<file path="src/glcm_histogram_accumulator_core_assert.svh">
// Assertion shorthands for the co-occurrence core.
`ifndef GLCM_HISTOGRAM_ACCUMULATOR_CORE_ASSERT_SVH
`define GLCM_HISTOGRAM_ACCUMULATOR_CORE_ASSERT_SVH

// Same-cycle implication, clocked on clock, off while reset is high.
`define GLCM_ASSERT_IMPL(name, ante, cons) \
   name: assert property (@(posedge clock) disable iff (reset) (ante) |-> (cons)) \
      else $error("glcm core: same-cycle check failed");

// Next-cycle implication.
`define GLCM_ASSERT_NEXT(name, ante, cons) \
   name: assert property (@(posedge clock) disable iff (reset) (ante) |=> (cons)) \
      else $error("glcm core: next-cycle check failed");

`endif

</file>
<file path="src/glcm_pkg.sv">
package glcm_pkg;

   localparam int BINS_DEF        = 64;
   localparam int TAPS_DEF        = 4;
   localparam int SAMPLE_BITS_DEF = 16;

   localparam int TAP_PORTS  = 4;
   localparam int SAMPLE_W   = 16;
   localparam int WEIGHT_W   = 16;
   localparam int GAIN_W     = 24;
   localparam int OFFSET_W   = 25;
   localparam int ACTIVE_W   = 7;
   localparam int SEL_W      = 6;
   localparam int COUNT_W    = 32;
   localparam int BIN_W_MAX  = 8;
   localparam int PRODUCT_W  = SAMPLE_W + WEIGHT_W;
   localparam int V_W        = PRODUCT_W + $clog2(TAP_PORTS);
   localparam int PROD_W     = V_W + GAIN_W;
   localparam int T_W        = PROD_W + 2;
   localparam int Q15_SHIFT  = 15;
   localparam int FRAC_SHIFT = 31;
   localparam int R_W        = T_W - FRAC_SHIFT;
   localparam logic [T_W-1:0] ROUND_HALF = T_W'(64'h4000_0000);
   localparam logic [WEIGHT_W-1:0] WEIGHT_ONE = WEIGHT_W'(32768);

   localparam int CSR_ADDR_W = 5;
   localparam int CSR_DATA_W = 32;
   localparam int CSR_IDX_W  = 3;

   localparam logic [CSR_IDX_W-1:0] REG_ACTIVE_BINS  = 3'd0;
   localparam logic [CSR_IDX_W-1:0] REG_GAIN         = 3'd1;
   localparam logic [CSR_IDX_W-1:0] REG_OFFSET       = 3'd2;
   localparam logic [CSR_IDX_W-1:0] REG_TAP_WEIGHT_A = 3'd3;
   localparam logic [CSR_IDX_W-1:0] REG_TAP_WEIGHT_B = 3'd4;
   localparam logic [CSR_IDX_W-1:0] REG_TAP_WEIGHT_C = 3'd5;
   localparam logic [CSR_IDX_W-1:0] REG_TAP_WEIGHT_D = 3'd6;

   localparam logic [ACTIVE_W-1:0] ACTIVE_BINS_RST = 7'd64;
   localparam logic [GAIN_W-1:0]   GAIN_RST        = 24'd65536;
   localparam logic [WEIGHT_W-1:0] WEIGHT_A_RST    = 16'd32768;

   localparam logic [1:0] OP_ACCUMULATE = 2'd0;
   localparam logic [1:0] OP_READ       = 2'd1;
   localparam logic [1:0] OP_CLEAR      = 2'd2;

   typedef enum logic [1:0] {
      SOP_BUMP  = 2'd0,
      SOP_READ  = 2'd1,
      SOP_CLEAR = 2'd2
   } glcm_store_op_type;

   typedef struct packed {
      logic              start;
      glcm_store_op_type op;
      logic              diag;
   } glcm_store_cmd_type;

   typedef struct packed {
      logic ready;
      logic idle;
      logic done;
   } glcm_store_stat_type;

   typedef struct packed {
      logic [1:0]          opcode;
      logic [SAMPLE_W-1:0] ref_sample;
      logic [SAMPLE_W-1:0] tap_a;
      logic [SAMPLE_W-1:0] tap_b;
      logic [SAMPLE_W-1:0] tap_c;
      logic [SAMPLE_W-1:0] tap_d;
      logic                taps_valid;
      logic [SEL_W-1:0]    sel_row;
      logic [SEL_W-1:0]    sel_col;
   } glcm_req_type;

   typedef struct packed {
      logic [COUNT_W-1:0] bin_count;
      logic [SEL_W-1:0]   ref_bin;
      logic [SEL_W-1:0]   nbr_bin;
      logic               counted;
   } glcm_rsp_type;

endpackage

</file>
<file path="src/glcm_lane_merge.sv">
module glcm_lane_merge #(
   parameter int LANES = glcm_pkg::TAPS_DEF
) (
   input  logic                           clock,
   input  logic [glcm_pkg::PRODUCT_W-1:0] products [LANES],
   output logic [glcm_pkg::V_W-1:0]       sum
);
   import glcm_pkg::*;

   logic [V_W-1:0] sum_in;
   logic [V_W-1:0] sum_ff;

   always_comb begin
      sum_in = '0;
      for (int i = 0; i < LANES; i++) begin
         sum_in = sum_in + V_W'(products[i]);
      end
   end

   assign sum = sum_ff;

   always_ff @(posedge clock) begin
      sum_ff <= sum_in;
   end

endmodule

</file>
<file path="config.mk">
export PLATFORM = sky130hd
export DESIGN_NAME = glcm_lane_merge
export DESIGN_NICKNAME = d
export VERILOG_FILES = /design/src/glcm_histogram_accumulator_core_assert.svh /design/src/glcm_pkg.sv /design/src/glcm_lane_merge.sv
export SDC_FILE = /design/constraint.sdc
export NUM_CORES = 1
export LEC_CHECK = 0
export BUFFER_PORTS_ARGS = -buffer_cell sky130_fd_sc_hd__buf_2
export CAP_MARGIN = 20
export CORE_ASPECT_RATIO = 0.75
export CORE_MARGIN = 2
export CORE_UTILIZATION = 55
export DETAILED_ROUTE_END_ITERATION = 8
export PLACE_DENSITY = 0.88
export SYNTH_ARGS = -nofsm -noshare
export SYNTH_HDL_FRONTEND = slang
export SYNTH_SLANG_ARGS = --single-unit
</file>
<file path="constraint.sdc">
create_clock -name clock -period 8 [get_ports clock]
set_clock_uncertainty 0.2 [all_clocks]
set_input_delay 1.6 -clock clock [delete_from_list [all_inputs] [get_ports clock]]
set_output_delay 1.6 -clock clock [all_outputs]
set_load 0.03 [all_outputs]
</file>
# After elaboration in Yosys (flattened, before gate mapping)
# Index checks and enable logic that the tools add are counted.
# W data, S select, Z words.
# totals
inputBits	129
output_inout_bits	34
regBits	34
# classes
n_addsub	3
# op_table
operator	count
$add A33 B32 Y34	1
$add A34 B32 Y34	1
$add A32 B32 Y33	1

# Longest topological paths before layout
# depth
word_depth	3
mapped_depth	13

# Worst setup path before layout
# OpenSTA, ideal clock, no wires.
# synth_path
path_kind	input port to flip-flop
startpoint	input port products[1] (netlist bit)
endpoint	register sum_ff[27], in the netlist sum[27]
stages	11
setup_time_ps	123
arrival_ps	4570
path_slack_ps	3107
path_buffers	0
cell_sequence	fa_1 -> fa_1 -> ha_1 -> fa_1 -> a21o_1 -> a221oi_2 -> o21ai_2 -> a41o_2 -> a41oi_2 -> o21bai_1 -> xor2_1
# synth_between
elab_chain_cells	1
# synth_lines
item	line_no	text
start: declaration	glcm_lane_merge.sv:5	input logic [glcm_pkg::PRODUCT_W-1:0] products [LANES],
$add A34 B32 Y34	glcm_lane_merge.sv:16	sum_in = sum_in + V_W'(products[i]);
via sum_in[27]	glcm_lane_merge.sv:10	logic [V_W-1:0] sum_in;
end signal: assignment	glcm_lane_merge.sv:23	sum_ff <= sum_in;
end: declaration	glcm_lane_merge.sv:11	logic [V_W-1:0] sum_ff;
# The timed path passes the listed nets, and every way through them passes these cells.

# Worst setup path after layout
# Same ends and word-level chain as after synthesis.

==> reports/results.txt <==
status = complete, no violations
total power = 1.45 mW
Post-Synthesis Cells = 486
Die H = 80.1 um
Synth Flop Type = dfxtp_1
area of the core = 7400 um^2
Slew HR = 69.4%
DRC Markers = 0
crit path cell chain = buf_2, fa_1, fa_1, ha_1, fa_1, a21o_1, a221oi_2, o21ai_2, a41o_2, a41oi_2, o21bai_1, xor2_1
Worst Path Max Fanout = 4
htree depth = 2
critical path endpoint = sum[27]
worst setup path startpoint = products[1]
Synth cell types = 49
DR pass1 iterations = 5
first-pass GRT wire length = 15,800 um
clock sinks = 34
final worst path period need = 4930 ps
die area = 8450 um^2
antenna violations before repair = 0
final worst-path cycle share = 61.6%
Hold WC Path Type = in2reg
CTS Buffer Depth = 2
Max stage delay on crit path = 560 ps
Setup Buffers After CTS = 0
quantity of gates resized following cts = 0
Hold Violations, Final = 0
initial DRC count = 168
DP Worst Slack = 2760 ps
net count after synthesis = 712
P per Cell Area = 276 nW/um^2
share of layout cells above drive strength 1 = 27.9%
number of synthesized flops with an enable pin = 0
slowest CP cell = fa_1
number of global-route vias before repair = 3,686
max FFs per register = 34
Worst-Margin Slew = 455 ps
most numerous cell on the critical path = fa_1
TritonCTS clock tree = built
GPL Wtd Cong = 0.831
P_leak = 3.14 nW
post-route ant nets = 0
Critical Path Start Type = input port
maxcap violations = 0
final wirelength = 9470 um
Syn. warnings = 0
CP endpoint kind = flop
RSZ-0062 raised after global routing = no
WHS = 1330 ps
Levels on crit path = 12
Yosys reg bits = 34
Vias = 3,670
most frequent cells after synthesis = 179 x inv_1, 64 x fa_1, 34 x dfxtp_1, 33 x ha_1, 26 x a21oi_1
Antenna Cells = 0
TNS Setup = 0 ps
Buf+Inv Stages, Crit Path = 1
Final Max Slew Viols = 0
Critical Setup Path Class = in2reg
Req. time, crit path = 7980 ps
top-area cell type share of the netlist area = 30.2%
# setup viols final = 0
most frequent cell after synthesis = inv_1
largest net degree at the start of global routing = 10
Inserted Clock Buffers = 5
largest cells by area after synthesis = fa_1 30%, dfxtp_1 16%, inv_1 16%
placed cells = 747
area leader, netlist = fa_1
Worst Path Arrival = 4910 ps
Filler cells = 561
Starting Density = 57.4%
Detail Placement HPWL = 8370 um
vias per inst = 4.87
PnR worst setup slack = 3070 ps
chip width = 105 um
wire per inst = 12.6 um
FMAX = 0.203 GHz
# hold bufs at CTS = 0
FFs w/ async S/R, synth = 0%
P&R area growth vs syn = 23.4%
syn avg cell area = 8.74 um^2
number of port buffers = 162
Core Rows = 27
Root Driver = clkbuf_8
sequential area share after synthesis = 16.0%
maximum VDD drop = 0.000131 V
global route total overflow = 0
Clock Pin Slew Worst Setup and Hold Paths = 80 ps
delay-heaviest family, CP = adder cells
GRT Total Usage = 23.1%
Nets = 879
Finished Layout Cells = 754
Syn Std Cell Area = 4250 um^2
I/O Pins = 163
==> kinds of logic (layout without fill, tap and decap cells) <==
kind of cell	count (synthesis)	in the layout	share of synthesized area (%)
fa+ha+maj	97	97	39.9
flops	34	34	16.0
compound gates	94	94	16.2
buf+inv	181	348	16.3
simple gates	52	52	5.86
xor+xnor	28	28	5.77
==> layout make-up <==
cell class	instances	area (um^2)	area share, %
clock buffers	7	76.3	1.46
well taps	101	126	2.41
repair buffers	162	811	15.5
flip-flops and latches	34	681	13.0
inverters	179	672	12.8
multi-input cells	271	2880	54.9
==> power breakdown <==
group / internal (mW) / switching (mW) / total (mW)
sequential: 0.264 / 0.0237 / 0.288
clock: 0.0600 / 0.0645 / 0.124
combinational: 0.396 / 0.639 / 1.03
==> layout by cell type, fill, tap and decap left out, types with 2 or more instances in the layout <==
master / netlist / layout
inv_1: 179 / 179
buf_2: 0 / 162
fa_1: 64 / 64
dfxtp_1: 34 / 34
ha_1: 33 / 33
a21oi_1: 26 / 26
xnor2_1: 20 / 20
a21o_1: 19 / 19
nand2_1: 14 / 14
nor2_1: 14 / 14
o21ai_0: 11 / 11
xor2_1: 8 / 8
o21bai_1: 7 / 7
nand3_1: 6 / 6
clkbuf_8: 0 / 5
nor3_1: 4 / 4
nand4_1: 4 / 4
and3_1: 3 / 3
o21a_1: 2 / 2
o41ai_1: 2 / 2
and2_1: 2 / 2
a211o_1: 2 / 2
nand2b_1: 2 / 2
a211oi_2: 2 / 2
a31oi_1: 2 / 2
clkbuf_1: 0 / 2
==> layer usage <==
layer	vias to the layer above	routed length, um	track usage (%)
li1	1802	-	-
met1	1691	3860	28.5
met2	167	4660	42.4
met3	10	876	4.71
met4	0	82	5.00
met5	-	0	0
==> metrics by stage <==
step                instance area, um^2  util (%)
global route                       5240      70.9
global placement                   5170      69.8
finish                             5240      70.9
floorplan                          4250         -
CTS                                5240      70.9
detailed placement                 5170      69.8
==> worst min path at each step <==
stage,startpoint,cells past startpoint,to,slack [ps]
finish,products[96],2,sum[0],1330
global route,products[96],2,sum[0],1350
CTS,products[96],2,sum[0],1330
detailed placement,products[96],2,sum[0],1630
global placement,products[96],2,sum[0],1630
floorplan,products[96],1,sum[0],1530
Note: power is estimated with default switching activity, not from simulation.
