<file path="src/glcm_histogram_accumulator_core_assert.svh">
// Assertion shorthands for the co-occurrence core.
`ifndef GLCM_HISTOGRAM_ACCUMULATOR_CORE_ASSERT_SVH
`define GLCM_HISTOGRAM_ACCUMULATOR_CORE_ASSERT_SVH

// Same-cycle implication, clocked on clock, off while reset is high.
`define GLCM_ASSERT_IMPL(name, ante, cons) \
   name: assert property (@(posedge clock) disable iff (reset) (ante) |-> (cons)) \
      else $error("glcm core: same-cycle check failed");

// Next-cycle implication.
`define GLCM_ASSERT_NEXT(name, ante, cons) \
   name: assert property (@(posedge clock) disable iff (reset) (ante) |=> (cons)) \
      else $error("glcm core: next-cycle check failed");

`endif

</file>
<file path="src/glcm_pkg.sv">
package glcm_pkg;

   localparam int BINS_DEF        = 64;
   localparam int TAPS_DEF        = 4;
   localparam int SAMPLE_BITS_DEF = 16;

   localparam int TAP_PORTS  = 4;
   localparam int SAMPLE_W   = 16;
   localparam int WEIGHT_W   = 16;
   localparam int GAIN_W     = 24;
   localparam int OFFSET_W   = 25;
   localparam int ACTIVE_W   = 7;
   localparam int SEL_W      = 6;
   localparam int COUNT_W    = 32;
   localparam int BIN_W_MAX  = 8;
   localparam int PRODUCT_W  = SAMPLE_W + WEIGHT_W;
   localparam int V_W        = PRODUCT_W + $clog2(TAP_PORTS);
   localparam int PROD_W     = V_W + GAIN_W;
   localparam int T_W        = PROD_W + 2;
   localparam int Q15_SHIFT  = 15;
   localparam int FRAC_SHIFT = 31;
   localparam int R_W        = T_W - FRAC_SHIFT;
   localparam logic [T_W-1:0] ROUND_HALF = T_W'(64'h4000_0000);
   localparam logic [WEIGHT_W-1:0] WEIGHT_ONE = WEIGHT_W'(32768);

   localparam int CSR_ADDR_W = 5;
   localparam int CSR_DATA_W = 32;
   localparam int CSR_IDX_W  = 3;

   localparam logic [CSR_IDX_W-1:0] REG_ACTIVE_BINS  = 3'd0;
   localparam logic [CSR_IDX_W-1:0] REG_GAIN         = 3'd1;
   localparam logic [CSR_IDX_W-1:0] REG_OFFSET       = 3'd2;
   localparam logic [CSR_IDX_W-1:0] REG_TAP_WEIGHT_A = 3'd3;
   localparam logic [CSR_IDX_W-1:0] REG_TAP_WEIGHT_B = 3'd4;
   localparam logic [CSR_IDX_W-1:0] REG_TAP_WEIGHT_C = 3'd5;
   localparam logic [CSR_IDX_W-1:0] REG_TAP_WEIGHT_D = 3'd6;

   localparam logic [ACTIVE_W-1:0] ACTIVE_BINS_RST = 7'd64;
   localparam logic [GAIN_W-1:0]   GAIN_RST        = 24'd65536;
   localparam logic [WEIGHT_W-1:0] WEIGHT_A_RST    = 16'd32768;

   localparam logic [1:0] OP_ACCUMULATE = 2'd0;
   localparam logic [1:0] OP_READ       = 2'd1;
   localparam logic [1:0] OP_CLEAR      = 2'd2;

   typedef enum logic [1:0] {
      SOP_BUMP  = 2'd0,
      SOP_READ  = 2'd1,
      SOP_CLEAR = 2'd2
   } glcm_store_op_type;

   typedef struct packed {
      logic              start;
      glcm_store_op_type op;
      logic              diag;
   } glcm_store_cmd_type;

   typedef struct packed {
      logic ready;
      logic idle;
      logic done;
   } glcm_store_stat_type;

   typedef struct packed {
      logic [1:0]          opcode;
      logic [SAMPLE_W-1:0] ref_sample;
      logic [SAMPLE_W-1:0] tap_a;
      logic [SAMPLE_W-1:0] tap_b;
      logic [SAMPLE_W-1:0] tap_c;
      logic [SAMPLE_W-1:0] tap_d;
      logic                taps_valid;
      logic [SEL_W-1:0]    sel_row;
      logic [SEL_W-1:0]    sel_col;
   } glcm_req_type;

   typedef struct packed {
      logic [COUNT_W-1:0] bin_count;
      logic [SEL_W-1:0]   ref_bin;
      logic [SEL_W-1:0]   nbr_bin;
      logic               counted;
   } glcm_rsp_type;

endpackage

</file>
<file path="src/glcm_tap_lane.sv">
module glcm_tap_lane #(
   parameter int SAMPLE_BITS = glcm_pkg::SAMPLE_BITS_DEF
) (
   input  logic                            clock,
   input  logic [glcm_pkg::SAMPLE_W-1:0]   sample,
   input  logic [glcm_pkg::WEIGHT_W-1:0]   weight,
   output logic [glcm_pkg::PRODUCT_W-1:0]  product
);
   import glcm_pkg::*;

   localparam int SB = (SAMPLE_BITS < SAMPLE_W) ? SAMPLE_BITS : SAMPLE_W;

   logic [SB-1:0]        sample_used;
   logic [PRODUCT_W-1:0] product_in;
   logic [PRODUCT_W-1:0] product_ff;

   assign sample_used = sample[SB-1:0];
   assign product_in  = PRODUCT_W'(sample_used) * PRODUCT_W'(weight);
   assign product     = product_ff;

   always_ff @(posedge clock) begin
      product_ff <= product_in;
   end

endmodule

</file>
<file path="config.mk">
export PLATFORM = sky130hd
export DESIGN_NAME = glcm_tap_lane
export DESIGN_NICKNAME = d
export VERILOG_FILES = /design/src/glcm_histogram_accumulator_core_assert.svh /design/src/glcm_pkg.sv /design/src/glcm_tap_lane.sv
export SDC_FILE = /design/constraint.sdc
export NUM_CORES = 1
export LEC_CHECK = 0
export BUFFER_PORTS_ARGS = -buffer_cell sky130_fd_sc_hd__buf_4
export CAP_MARGIN = 15
export CELL_PAD_IN_SITES_DETAIL_PLACEMENT = 1
export CELL_PAD_IN_SITES_GLOBAL_PLACEMENT = 1
export CORE_UTILIZATION = 40
export CTS_CLUSTER_SIZE = 40
export DETAILED_ROUTE_END_ITERATION = 6
export GPL_ROUTABILITY_DRIVEN = 0
export PLACE_DENSITY = 0.7
export SYNTH_ARGS = -nofsm -noshare
export SYNTH_HDL_FRONTEND = slang
export SYNTH_SLANG_ARGS = --single-unit
export TNS_END_PERCENT = 100
</file>
<file path="constraint.sdc">
create_clock -name clock -period 8.75 [get_ports clock]
set_clock_uncertainty 0.2 [all_clocks]
set_input_delay 1.75 -clock clock [delete_from_list [all_inputs] [get_ports clock]]
set_output_delay 1.75 -clock clock [all_outputs]
set_load 0.02 [all_outputs]
</file>
# ---- Yosys cells after proc, flatten, opt, wreduce, memory -nomap -nowiden
# Cells that the tools add are included.
# W data, S select, Z words.
dict set report totals {
  memories 0
  elab_cells 2
  mem_bits_rw 0
  mem_bits_ro 0
  input_bits 33
  latch_bits 0
  reg_bits 32
  out_inout_bits 32
}
dict set report classes {
  magnitude_cmp 0
  bitwise 0
  add_sub_neg 0
  n_eq_ne 0
  mul 1
  shifts 0
  reduce_logical 0
  mux 0
  n_div 0
}
# op n
set op_table {}
lappend op_table {{$mul A16 B16 Y32} 1}

# ---- Longest topological paths before layout
dict set report depth {
  depth_word 1
  mapped_depth 21
  mapped_depth_nobuf 19
}

# ---- Worst setup path after synthesis
# No wires, ideal clock.
dict set report synth_path {
  path_type {input -> register}
  from {input port weight[7] in the netlist's numbering}
  to {register product_ff[25] (netlist: product[25])}
  stages 21
  setup_ns 0.127
  required_ns 8.423
  arrival_ns 6.787
  slack_ns 1.636
  n_path_buf 2
  cell_sequence {clkbuf_1 nand2_1 fa_1 inv_1 fa_1 inv_1 fa_1 inv_1 fa_1 fa_1 inv_1 fa_1 inv_1 ha_1 buf_2 a211o_1 o211ai_1 o311ai_1 o31ai_2 o21ai_0 xor2_1}
}
dict set report synth_via {
  elab_chain_cells 1
}
# item line_no
set synth_lines {}
lappend synth_lines {{start: declaration} glcm_tap_lane.sv:6} ;# input logic [glcm_pkg::WEIGHT_W-1:0] weight,
lappend synth_lines {{$mul A16 B16 Y32} glcm_tap_lane.sv:18} ;# assign product_in = PRODUCT_W'(sample_used) * PRODUCT_W'(weight);
lappend synth_lines {{named net product_in[25]} glcm_tap_lane.sv:14} ;# logic [PRODUCT_W-1:0] product_in;
lappend synth_lines {{end signal: assignment} glcm_tap_lane.sv:22} ;# product_ff <= product_in;
lappend synth_lines {{end: declaration} glcm_tap_lane.sv:15} ;# logic [PRODUCT_W-1:0] product_ff;
# The timed path passes the listed nets, and every way through them passes these cells.

# ---- Worst setup path in the final report
dict set report layout_path {
  from {input port sample[10] in the netlist's numbering}
  to {register product_ff[28] (netlist: product[28])}
}
dict set report layout_via {
  elab_chain_cells 1
}
# item line_no
set layout_lines {}
lappend layout_lines {{start: declaration} glcm_tap_lane.sv:5} ;# input logic [glcm_pkg::SAMPLE_W-1:0] sample,
lappend layout_lines {{$mul A16 B16 Y32} glcm_tap_lane.sv:18}
lappend layout_lines {{named net product_in[28]} glcm_tap_lane.sv:14}
# The timed path passes the listed nets, and every way through them passes these cells.

==> reports/metrics.yaml <==
outcome:
  outcome: "finished, final reports clean"
clock_tree:
  clockRootBuffer: "clkbuf_16"
  cts_buffer_depth: 2
  htree_levels: 2
  cts.sinks: 32
  hold_buffers: 0
  cts_setup_buffers: 0
  cts_tree: "yes"
  clk_pin_slew_ns: 0.05
  numCtsBuffers: 5
  ctsResizeCount: 0
final_layout:
  multi_input_area_um2: 7720
  drive_gt1_frac: 0.0737
  area_delta_synth_final_pct: 8.84
  antennaDiodeCount: 0
  largest_register_ffs: 32
  ff_latch_area_um2: 641
  fin_nets: 1403
  final-instance-count-excl-fill: 1385
  fillers: 2685
synth:
  synthesis.area_um2: 9370
  synth_edf_count: 0
  synthCells: 1046
  synth_seq_cells: 32
  seq_area_frac_synth: 0.0683
  yosys_warnings: 0
  synth_nets: 1377
  ys.flop_type: "dfxtp_1"
  synthArstFlopShare: 0
  synth_common_cells: "221 x inv_1, 194 x fa_1, 159 x nand2_1, 125 x and2_1, 104 x ha_1"
  synth_area_per_cell_um2: 8.96
  synthTopCellsByArea: "fa_1 41%, ha_1 14%, inv_1 8.9%"
  synth_most_common_cell: "inv_1"
  synth_top_area_frac: 0.414
  synth_cell_types: 52
  synth_largest_area_cell: "fa_1"
drt:
  dr.pass1.iters: 4
  vias: 7013
  drt-total-wl_um: 25000
  wl_per_cell_um: 18.0
  routed_via_density: 5.06
  drc_errors: 0
  ant_nets: 0
  drt_iter0_drc: 206
floorplanning:
  die_w_um: 155
  core_um2: 22800
  start_util: 0.411
  die_area_um2: 24000
  die_h_um: 155
  num_rows: 55
  num_io_pins: 65
worst_setup_path:
  critical_path_class: "primary input to flip-flop"
  worstPathRequired_ns: 8.69
  cp-end-kind: "flip-flop"
  path_max_fanout: 16
  startpoint_type: "primary input"
  crit_arrival_ns: 7.26
sta:
  hold_viol_final: 0
  worst_pin_slew_ns: 0.514
  rsz0062_at_grt: "no"
  finalSetupViolCount: 0
  slew-limit-headroom: 0.654
  fmax_mhz: 137
  report.final.slew_viol_count: 0
  period_share: 0.836
  min_period_ns: 7.32
  fin_tns_setup_ns: 0
min_path:
  min-delay-start: "weight[0]"
  min_to: "product[0]"
  min_path_type: "primary input to flip-flop"
  hold_depth: 2
run:
  drv_cap: 0
placed_design:
  dp_cells: 1378
  port_buffers: 64
  dp_hpwl_um: 20200
global_route:
  grt_max_degree: 17
  antenna_found_initial: 0
  gr-usage-all-layers: 0.222
  overflow: 0
  grt_first_pass_wirelength_um: 40800
  grt_pass1_vias: 7835
[area by class of cell]
cell class | instances | area share
Multi-Input combinational cell | 748 | 0.757
Sequential cell | 32 | 0.0628
Tap cell | 313 | 0.0384
Clock buffer | 5 | 0.0123
Timing Repair Buffer | 64 | 0.0471
Inverter | 221 | 0.0813
Clock inverter | 2 | 0.00123
[layout by cell type (no fill, tap or decap), drive strengths merged, types with 4 or more instances in the layout]
cell,synthesis,final
clkbuf,40,5
a21oi,31,31
and4,5,5
ha,104,104
inv,221,221
and2,125,125
nand4,7,7
xor2,10,10
dfxtp,32,32
buf,5,64
o211ai,4,4
nor2,13,13
xnor2,17,17
fa,194,194
o21ai,13,13
nand2,159,159
a21o,16,16
nand3,5,5
[worst max-delay path by stage]
stage,from,endpoint,slack (ns),cells after the start
3_5_place_dp,sample[10],product[28],1.09,18
4_1_cts,sample[10],product[28],1.36,18
3_3_place_gp,sample[10],product[28],1.20,18
5_1_grt,sample[10],product[28],1.16,18
2_1_floorplan,weight[7],product[25],1.64,21
6_report,sample[10],product[28],1.43,18
[per-stage QoR]
step / util / setup WS [ns] / area, um2 / hold WS, ns
final: 0.448 / 1.43 / 10200 / 1.64
after global routing: 0.448 / 1.16 / 10200 / 1.66
after CTS: 0.448 / 1.36 / 10200 / 1.63
after detailed placement: 0.442 / 1.09 / 10100 / 1.92
after global placement: 0.442 / 1.20 / 10100 / 1.93
after floorplan: - / 1.64 / 9370 / 1.67
[logic make-up after synthesis]
kind of cell	share of synthesized area
adder cells (fa/ha/maj)	0.553
AND/OR/NAND/NOR	0.176
AO/OA/AOI/OAI	0.0684
buffers and inverters	0.108
multiplexers	0.00107
flip-flops	0.0683
XOR/XNOR	0.0252
[worst max-delay path, cell delays in order]
cell and delay, ns:
buf_4 0.24, nand2_1 0.13, fa_1 0.53, fa_1 0.60
fa_1 0.48, fa_1 0.57, inv_1 0.05, fa_1 0.48
inv_1 0.05, fa_1 0.52, inv_1 0.06, ha_1 0.38
a21oi_1 0.24, o21ai_0 0.19, a21oi_1 0.31, a21boi_0 0.16
o21ai_0 0.33, o311ai_0 0.18
[metal layers]
layer  global-route usage  up-vias  wire length [um]
met3               0.0198       29               852
met5                    0        -                 0
met2                0.418      116             13500
li1                     -     3206                 -
met1                0.275     3662             10200
met4               0.0434        0               450
Power is left out: the tool's default activity adds up to more than one toggle a clock period on the data nets, which glitch-free logic cannot reach.
