File: config.mk
export PLATFORM = sky130hd
export DESIGN_NAME = glcm_quantizer
export DESIGN_NICKNAME = d
export VERILOG_FILES = /design/src/glcm_histogram_accumulator_core_assert.svh /design/src/glcm_pkg.sv /design/src/glcm_quantizer.sv
export SDC_FILE = /design/constraint.sdc
export NUM_CORES = 2
export LEC_CHECK = 0
export ABC_AREA = 1
export BUFFER_PORTS_ARGS = -buffer_cell sky130_fd_sc_hd__buf_2
export CAP_MARGIN = 30
export CORE_MARGIN = 2
export CORE_UTILIZATION = 50
export DETAILED_ROUTE_END_ITERATION = 12
export PLACE_DENSITY = 0.66
export SLEW_MARGIN = 40
export SYNTH_ARGS = -nofsm -noshare
export SYNTH_HDL_FRONTEND = slang
export SYNTH_SLANG_ARGS = --single-unit
export TNS_END_PERCENT = 30
File: constraint.sdc
create_clock -name clock -period 16.5 [get_ports clock]
set_input_delay 1.65 -clock clock [delete_from_list [all_inputs] [get_ports clock]]
set_output_delay 1.65 -clock clock [all_outputs]
set_load 0.05 [all_outputs]
File: src/glcm_histogram_accumulator_core_assert.svh
// Assertion shorthands for the co-occurrence core.
`ifndef GLCM_HISTOGRAM_ACCUMULATOR_CORE_ASSERT_SVH
`define GLCM_HISTOGRAM_ACCUMULATOR_CORE_ASSERT_SVH

// Same-cycle implication, clocked on clock, off while reset is high.
`define GLCM_ASSERT_IMPL(name, ante, cons) \
   name: assert property (@(posedge clock) disable iff (reset) (ante) |-> (cons)) \
      else $error("glcm core: same-cycle check failed");

// Next-cycle implication.
`define GLCM_ASSERT_NEXT(name, ante, cons) \
   name: assert property (@(posedge clock) disable iff (reset) (ante) |=> (cons)) \
      else $error("glcm core: next-cycle check failed");

`endif

File: src/glcm_pkg.sv
package glcm_pkg;

   localparam int BINS_DEF        = 64;
   localparam int TAPS_DEF        = 4;
   localparam int SAMPLE_BITS_DEF = 16;

   localparam int TAP_PORTS  = 4;
   localparam int SAMPLE_W   = 16;
   localparam int WEIGHT_W   = 16;
   localparam int GAIN_W     = 24;
   localparam int OFFSET_W   = 25;
   localparam int ACTIVE_W   = 7;
   localparam int SEL_W      = 6;
   localparam int COUNT_W    = 32;
   localparam int BIN_W_MAX  = 8;
   localparam int PRODUCT_W  = SAMPLE_W + WEIGHT_W;
   localparam int V_W        = PRODUCT_W + $clog2(TAP_PORTS);
   localparam int PROD_W     = V_W + GAIN_W;
   localparam int T_W        = PROD_W + 2;
   localparam int Q15_SHIFT  = 15;
   localparam int FRAC_SHIFT = 31;
   localparam int R_W        = T_W - FRAC_SHIFT;
   localparam logic [T_W-1:0] ROUND_HALF = T_W'(64'h4000_0000);
   localparam logic [WEIGHT_W-1:0] WEIGHT_ONE = WEIGHT_W'(32768);

   localparam int CSR_ADDR_W = 5;
   localparam int CSR_DATA_W = 32;
   localparam int CSR_IDX_W  = 3;

   localparam logic [CSR_IDX_W-1:0] REG_ACTIVE_BINS  = 3'd0;
   localparam logic [CSR_IDX_W-1:0] REG_GAIN         = 3'd1;
   localparam logic [CSR_IDX_W-1:0] REG_OFFSET       = 3'd2;
   localparam logic [CSR_IDX_W-1:0] REG_TAP_WEIGHT_A = 3'd3;
   localparam logic [CSR_IDX_W-1:0] REG_TAP_WEIGHT_B = 3'd4;
   localparam logic [CSR_IDX_W-1:0] REG_TAP_WEIGHT_C = 3'd5;
   localparam logic [CSR_IDX_W-1:0] REG_TAP_WEIGHT_D = 3'd6;

   localparam logic [ACTIVE_W-1:0] ACTIVE_BINS_RST = 7'd64;
   localparam logic [GAIN_W-1:0]   GAIN_RST        = 24'd65536;
   localparam logic [WEIGHT_W-1:0] WEIGHT_A_RST    = 16'd32768;

   localparam logic [1:0] OP_ACCUMULATE = 2'd0;
   localparam logic [1:0] OP_READ       = 2'd1;
   localparam logic [1:0] OP_CLEAR      = 2'd2;

   typedef enum logic [1:0] {
      SOP_BUMP  = 2'd0,
      SOP_READ  = 2'd1,
      SOP_CLEAR = 2'd2
   } glcm_store_op_type;

   typedef struct packed {
      logic              start;
      glcm_store_op_type op;
      logic              diag;
   } glcm_store_cmd_type;

   typedef struct packed {
      logic ready;
      logic idle;
      logic done;
   } glcm_store_stat_type;

   typedef struct packed {
      logic [1:0]          opcode;
      logic [SAMPLE_W-1:0] ref_sample;
      logic [SAMPLE_W-1:0] tap_a;
      logic [SAMPLE_W-1:0] tap_b;
      logic [SAMPLE_W-1:0] tap_c;
      logic [SAMPLE_W-1:0] tap_d;
      logic                taps_valid;
      logic [SEL_W-1:0]    sel_row;
      logic [SEL_W-1:0]    sel_col;
   } glcm_req_type;

   typedef struct packed {
      logic [COUNT_W-1:0] bin_count;
      logic [SEL_W-1:0]   ref_bin;
      logic [SEL_W-1:0]   nbr_bin;
      logic               counted;
   } glcm_rsp_type;

endpackage

File: src/glcm_quantizer.sv
module glcm_quantizer #(
   parameter int BINS = glcm_pkg::BINS_DEF
) (
   input  logic                                clock,
   input  logic [glcm_pkg::V_W-1:0]            value,
   input  logic [glcm_pkg::GAIN_W-1:0]         gain,
   input  logic signed [glcm_pkg::OFFSET_W-1:0] offset,
   input  logic [$clog2(BINS)-1:0]             top_bin,
   output logic [$clog2(BINS)-1:0]             bin
);
   import glcm_pkg::*;

   localparam int BIN_W = $clog2(BINS);

   logic [PROD_W-1:0]    prod_in;
   logic [PROD_W-1:0]    prod_ff;
   logic signed [T_W-1:0] off_ext;
   logic signed [T_W-1:0] t_val;
   logic [T_W-1:0]       t_round;
   logic [R_W-1:0]       r_val;
   logic [BIN_W-1:0]     bin_in;
   logic [BIN_W-1:0]     bin_ff;

   assign prod_in = PROD_W'(value) * PROD_W'(gain);

   // t = v*gain - offset*2^15, round half up at 2^31, clamp to [0, top]
   always_comb begin
      off_ext = {{(T_W-OFFSET_W){offset[OFFSET_W-1]}}, offset} <<< Q15_SHIFT;
      t_val   = $signed({2'b00, prod_ff}) - off_ext;
      t_round = t_val + ROUND_HALF;
      r_val   = t_round[T_W-1:FRAC_SHIFT];
      if (t_val[T_W-1]) begin
         bin_in = '0;
      end else if (r_val > R_W'(top_bin)) begin
         bin_in = top_bin;
      end else begin
         bin_in = r_val[BIN_W-1:0];
      end
   end

   assign bin = bin_ff;

   always_ff @(posedge clock) begin
      prod_ff <= prod_in;
      bin_ff  <= bin_in;
   end

endmodule

# Yosys cells after proc, flatten, opt, wreduce, memory -nomap -nowiden
# Index checks and enable logic that the tools add are counted.
[totals] register_bits=64 in_bits=90 output_inout_bits=6 wordCells=7
[op_classes] addsub=2 multipliers=1 magnitude_cmp=1 mux=1
[op_table] operator="$add A60 B31 Y60 const B" n=1
[op_table] operator="$sub A59 B40 Y60" n=1
[op_table] operator="$mul A34 B24 Y58" n=1
[op_table] operator="$gt A29 B6 Y1" n=1
[op_table] operator="$mux W6" n=1

# Depth between registers and ports, before layout
[depth] word_depth=4 mapped_depth=36 depth_no_buf=35

# Least setup slack after synthesis
# Ideal clock, no wire load.
[synth_timing] path_kind="input to register" from="input port gain[3] (netlist bit)" to="register prod_ff[55]" setup_ns=0.127 arrival_ns=7.676 t_required_ns=16.373 path_slack_ns=8.697 cell_stages=28 path_buffers=2 cell_sequence="clkbuf_1 clkbuf_1 nand2_1 fa_1 inv_1 fa_1 inv_1 fa_1 fa_1 fa_1 inv_1 fa_1 inv_1 fa_1 inv_1 ha_1 a21oi_1 inv_1 a21oi_1 o21a_1 o21ai_0 a21oi_1 o21ai_0 nand3_1 o211ai_1 nand3_1 o2111ai_1 xor2_1"
[synth_via] elab_chain_len=1
[synth_lines] item="start, declared" line_no="glcm_quantizer.sv:6" text="input logic [glcm_pkg::GAIN_W-1:0] gain,"
[synth_lines] item="$mul A34 B24 Y58" line_no="glcm_quantizer.sv:24" text="assign prod_in = PROD_W'(value) * PROD_W'(gain);"
[synth_lines] item="net prod_in[55]" line_no="glcm_quantizer.sv:15" text="logic [PROD_W-1:0] prod_in;"
[synth_lines] item="end signal, assigned" line_no="glcm_quantizer.sv:44" text="prod_ff <= prod_in;"
[synth_lines] item="end, declared" line_no="glcm_quantizer.sv:16" text="logic [PROD_W-1:0] prod_ff;"
# The timed path passes the listed nets, and every way through them passes these cells.
# A chain may end at the register's enable or synchronous reset.

# Worst setup path after layout
[layout_timing] from="input port gain[4] (netlist bit)" to="register prod_ff[54]"
# The elaborated chain is that of the path after synthesis.

==> results.md <==
- Die H: 260 microns
- Clk buf depth: 2
- Hold Buf Count CTS: 0
- Vias per inst: 4.97
- Post-DP HPWL: 73.1 mm
- Top FF cell, synth: dfxtp_1
- CTS tree: done
- Largest net degree at the start of global routing: 35
- Compound-cell area share of the yosys netlist: 0.0390
- Asr flop ratio synth: 0
- Wire length per cell: 16.0 microns
- Port-buffer cells: 95
- Mean Syn Cell Area: 7.08 sq um
- Mux cell area share after synthesis: 0
- Ant. Diodes: 0
- Vias in the first global route: 28.8k
- Adder-cell share of the synthesized area: 0.514
- Core Footprint: 65400 sq um
- IO Pins: 96
- Most frequent cells in the layout: inv_1, nand2_1, fa_1
- CP required: 16.69 ns
- Routability Congestion: 0.941
- # clock sinks: 49
- Unrepaired setup endpoints after global routing: false
- Hold Fails Final Rpt: 0
- Commonest non-fill, non-tap cell in the layout: inv_1
- Final TNS setup: 0 ns
- Routed wire length: 87.0 mm
- Status: complete, no violations
- Setup bufs post-CTS: 0
- Clk_lat worst skew: 0.31 ns
- Post-synthesis sequential area ratio: 0.0298
- Syn. warnings: 0
- Cts bufs inserted: 5
- GRT Resource Usage Total: 0.274
- Worst EP arrival: 8.47 ns
- Max-slew violations: 0
- H-tree levels: 2
- Simple-Gate Fraction of Synth Area: 0.214
- FP Rows: 94
- Setup Skew: 0.00985 ns
- DR vias: 27.1k
- Max Cap Viol: 0
- Max-slew headroom: 0.416
- Actual slew at the worst max-slew pin: 0.877 ns
- Final net count: 5607
- Share of cells above drive strength 1: 0.0427
- Synth cell types: 48
- First-pass GRT wire length: 149 mm
- Die W: 260 microns
- Finish-stage setup viols: 0
- Gates resized, CTS repair: 0
- DIE AREA: 67800 sq um
- Main combinational cell family by area after synthesis: adder cells
- Worst-path fanout max: 34
- Clock transition at path regs: 0.08 ns
- CP Capture Type: flop
- Syn_nets: 5664
- Xor/xnor cell area share of the yosys netlist: 0.0141
- Remaining antenna violation count: 0
- Highest Clock Rate: 0.121 GHz
- Final critical-path share of the clock period: 0.502
- Hold WC Path Type: flop to flop
- Crit Path Class: input pin to flop
- Initial DRC count: 1680
- DRT Pass-1 Iters: 5
- CP Launch Type: input pin
- Initial antenna violation count: 2
- Residual DRC: 0
- Minimum clock period after layout: 8.28 ns
- Seq cells post-synth: 49
- Cells after Synth: 4643
- Total congestion overflow: 0
- Cell area after synthesis: 32900 sq um
- Initial Util: 0.503
- Area Growth Syn to Fin: 3.57%
- Post-synth EDFFs: 0
- CTS root buf: clkbuf_16
-- sequential cells by signal, summed over array words and instances, names as in the netlist --
name and count:
prod_ff 43, bin 6
-- metrics by stage --
| step | setup WS [ns] | std cells | utilization | cell area, sq um | hold WS (ns) |
|---|---|---|---|---|---|
| floorplan | 8.70 | 4643 | - | 32900 | 0.839 |
| global placement | 7.96 | 5442 | 0.518 | 33900 | 1.04 |
| detailed placement | 7.80 | 5442 | 0.518 | 33900 | 1.05 |
| CTS | 8.13 | 5450 | 0.520 | 34000 | 1.05 |
| global route | 7.76 | 5451 | 0.521 | 34100 | 1.11 |
| finish | 8.22 | 5451 | 0.521 | 34100 | 1.04 |
-- path summary, 6_finish.rpt --
| path | from | endpoint | slack [ns] | depth (start not counted) |
|---|---|---|---|---|
| setup / recovery | gain[4] | prod_ff[54] | 8.22 | 23 |
| hold / removal | prod_ff[57] | bin[5] | 1.04 | 7 |
| setup reg to reg | prod_ff[20] | bin[1] | 11.99 | 29 |
| hold reg to reg | prod_ff[57] | bin[5] | 1.04 | 7 |
-- critical path, stage by stage --
cell,delay [ns]
buf_2,0.56
nand2_1,0.16
fa_1,0.54
inv_1,0.05
fa_1,0.49
inv_1,0.07
fa_1,0.50
fa_1,0.52
inv_1,0.05
fa_1,0.49
fa_1,0.51
inv_1,0.05
fa_1,0.47
inv_1,0.04
ha_1,0.37
nand2_1,0.11
nor2_1,0.22
nand2_1,0.07
o21ai_0,0.41
a31oi_1,0.24
o21ai_0,0.50
a21oi_1,0.17
xor2_1,0.17
-- area by class of cell --
| class | count | area (sq um) |
|---|---|---|
| flip-flops and latches | 49 | 981 |
| clock buffers | 5 | 125 |
| multi-input cells | 2944 | 25700 |
| repair buffers | 101 | 546 |
| fillers | 6585 | 31300 |
| well taps | 864 | 1080 |
| clock inverters | 3 | 48.8 |
| inverters | 1485 | 5570 |
-- kinds of logic (layout without fill, tap and decap cells) --
logic type	count (synthesis)	after routing
AND/OR/NAND/NOR	1733	1733
XOR/XNOR	52	52
buffers and inverters	1650	1594
flip-flops	49	49
AO/OA/AOI/OAI	228	228
adder cells (fa/ha/maj)	931	931
-- routing by layer --
metal / up-vias / GRT usage / wire length (microns) / part of all wire
li1: 12900 / - / - / -
met1: 13300 / 0.390 / 39800 / 0.46
met2: 754 / 0.465 / 41000 / 0.47
met3: 113 / 0.0209 / 4730 / 0.054
met4: 0 / 0.0481 / 1500 / 0.017
met5: - / 0 / 0 / 0
-- synthesized netlist by cell type (6+ instances only) --
library cell | count | share of area
inv_1 | 1471 | 0.17
o211ai_1 | 6 | 0.0014
nor3_1 | 17 | 0.0026
nand3_1 | 78 | 0.012
nand4_1 | 29 | 0.0055
inv_2 | 12 | 0.0014
xor2_1 | 28 | 0.0075
nand2_1 | 1349 | 0.15
o21a_1 | 11 | 0.0025
a21oi_1 | 116 | 0.018
nor2_1 | 184 | 0.021
a31oi_1 | 21 | 0.0040
clkbuf_1 | 164 | 0.019
nor2_2 | 17 | 0.0032
fa_1 | 701 | 0.43
dfxtp_1 | 49 | 0.030
ha_1 | 230 | 0.087
xnor2_1 | 23 | 0.0061
o21ai_0 | 49 | 0.0075
nand2_2 | 24 | 0.0046
nor2_4 | 12 | 0.0041
Power is left out: the tool's default activity adds up to more than one toggle a clock period on the data nets, which glitch-free logic cannot reach.
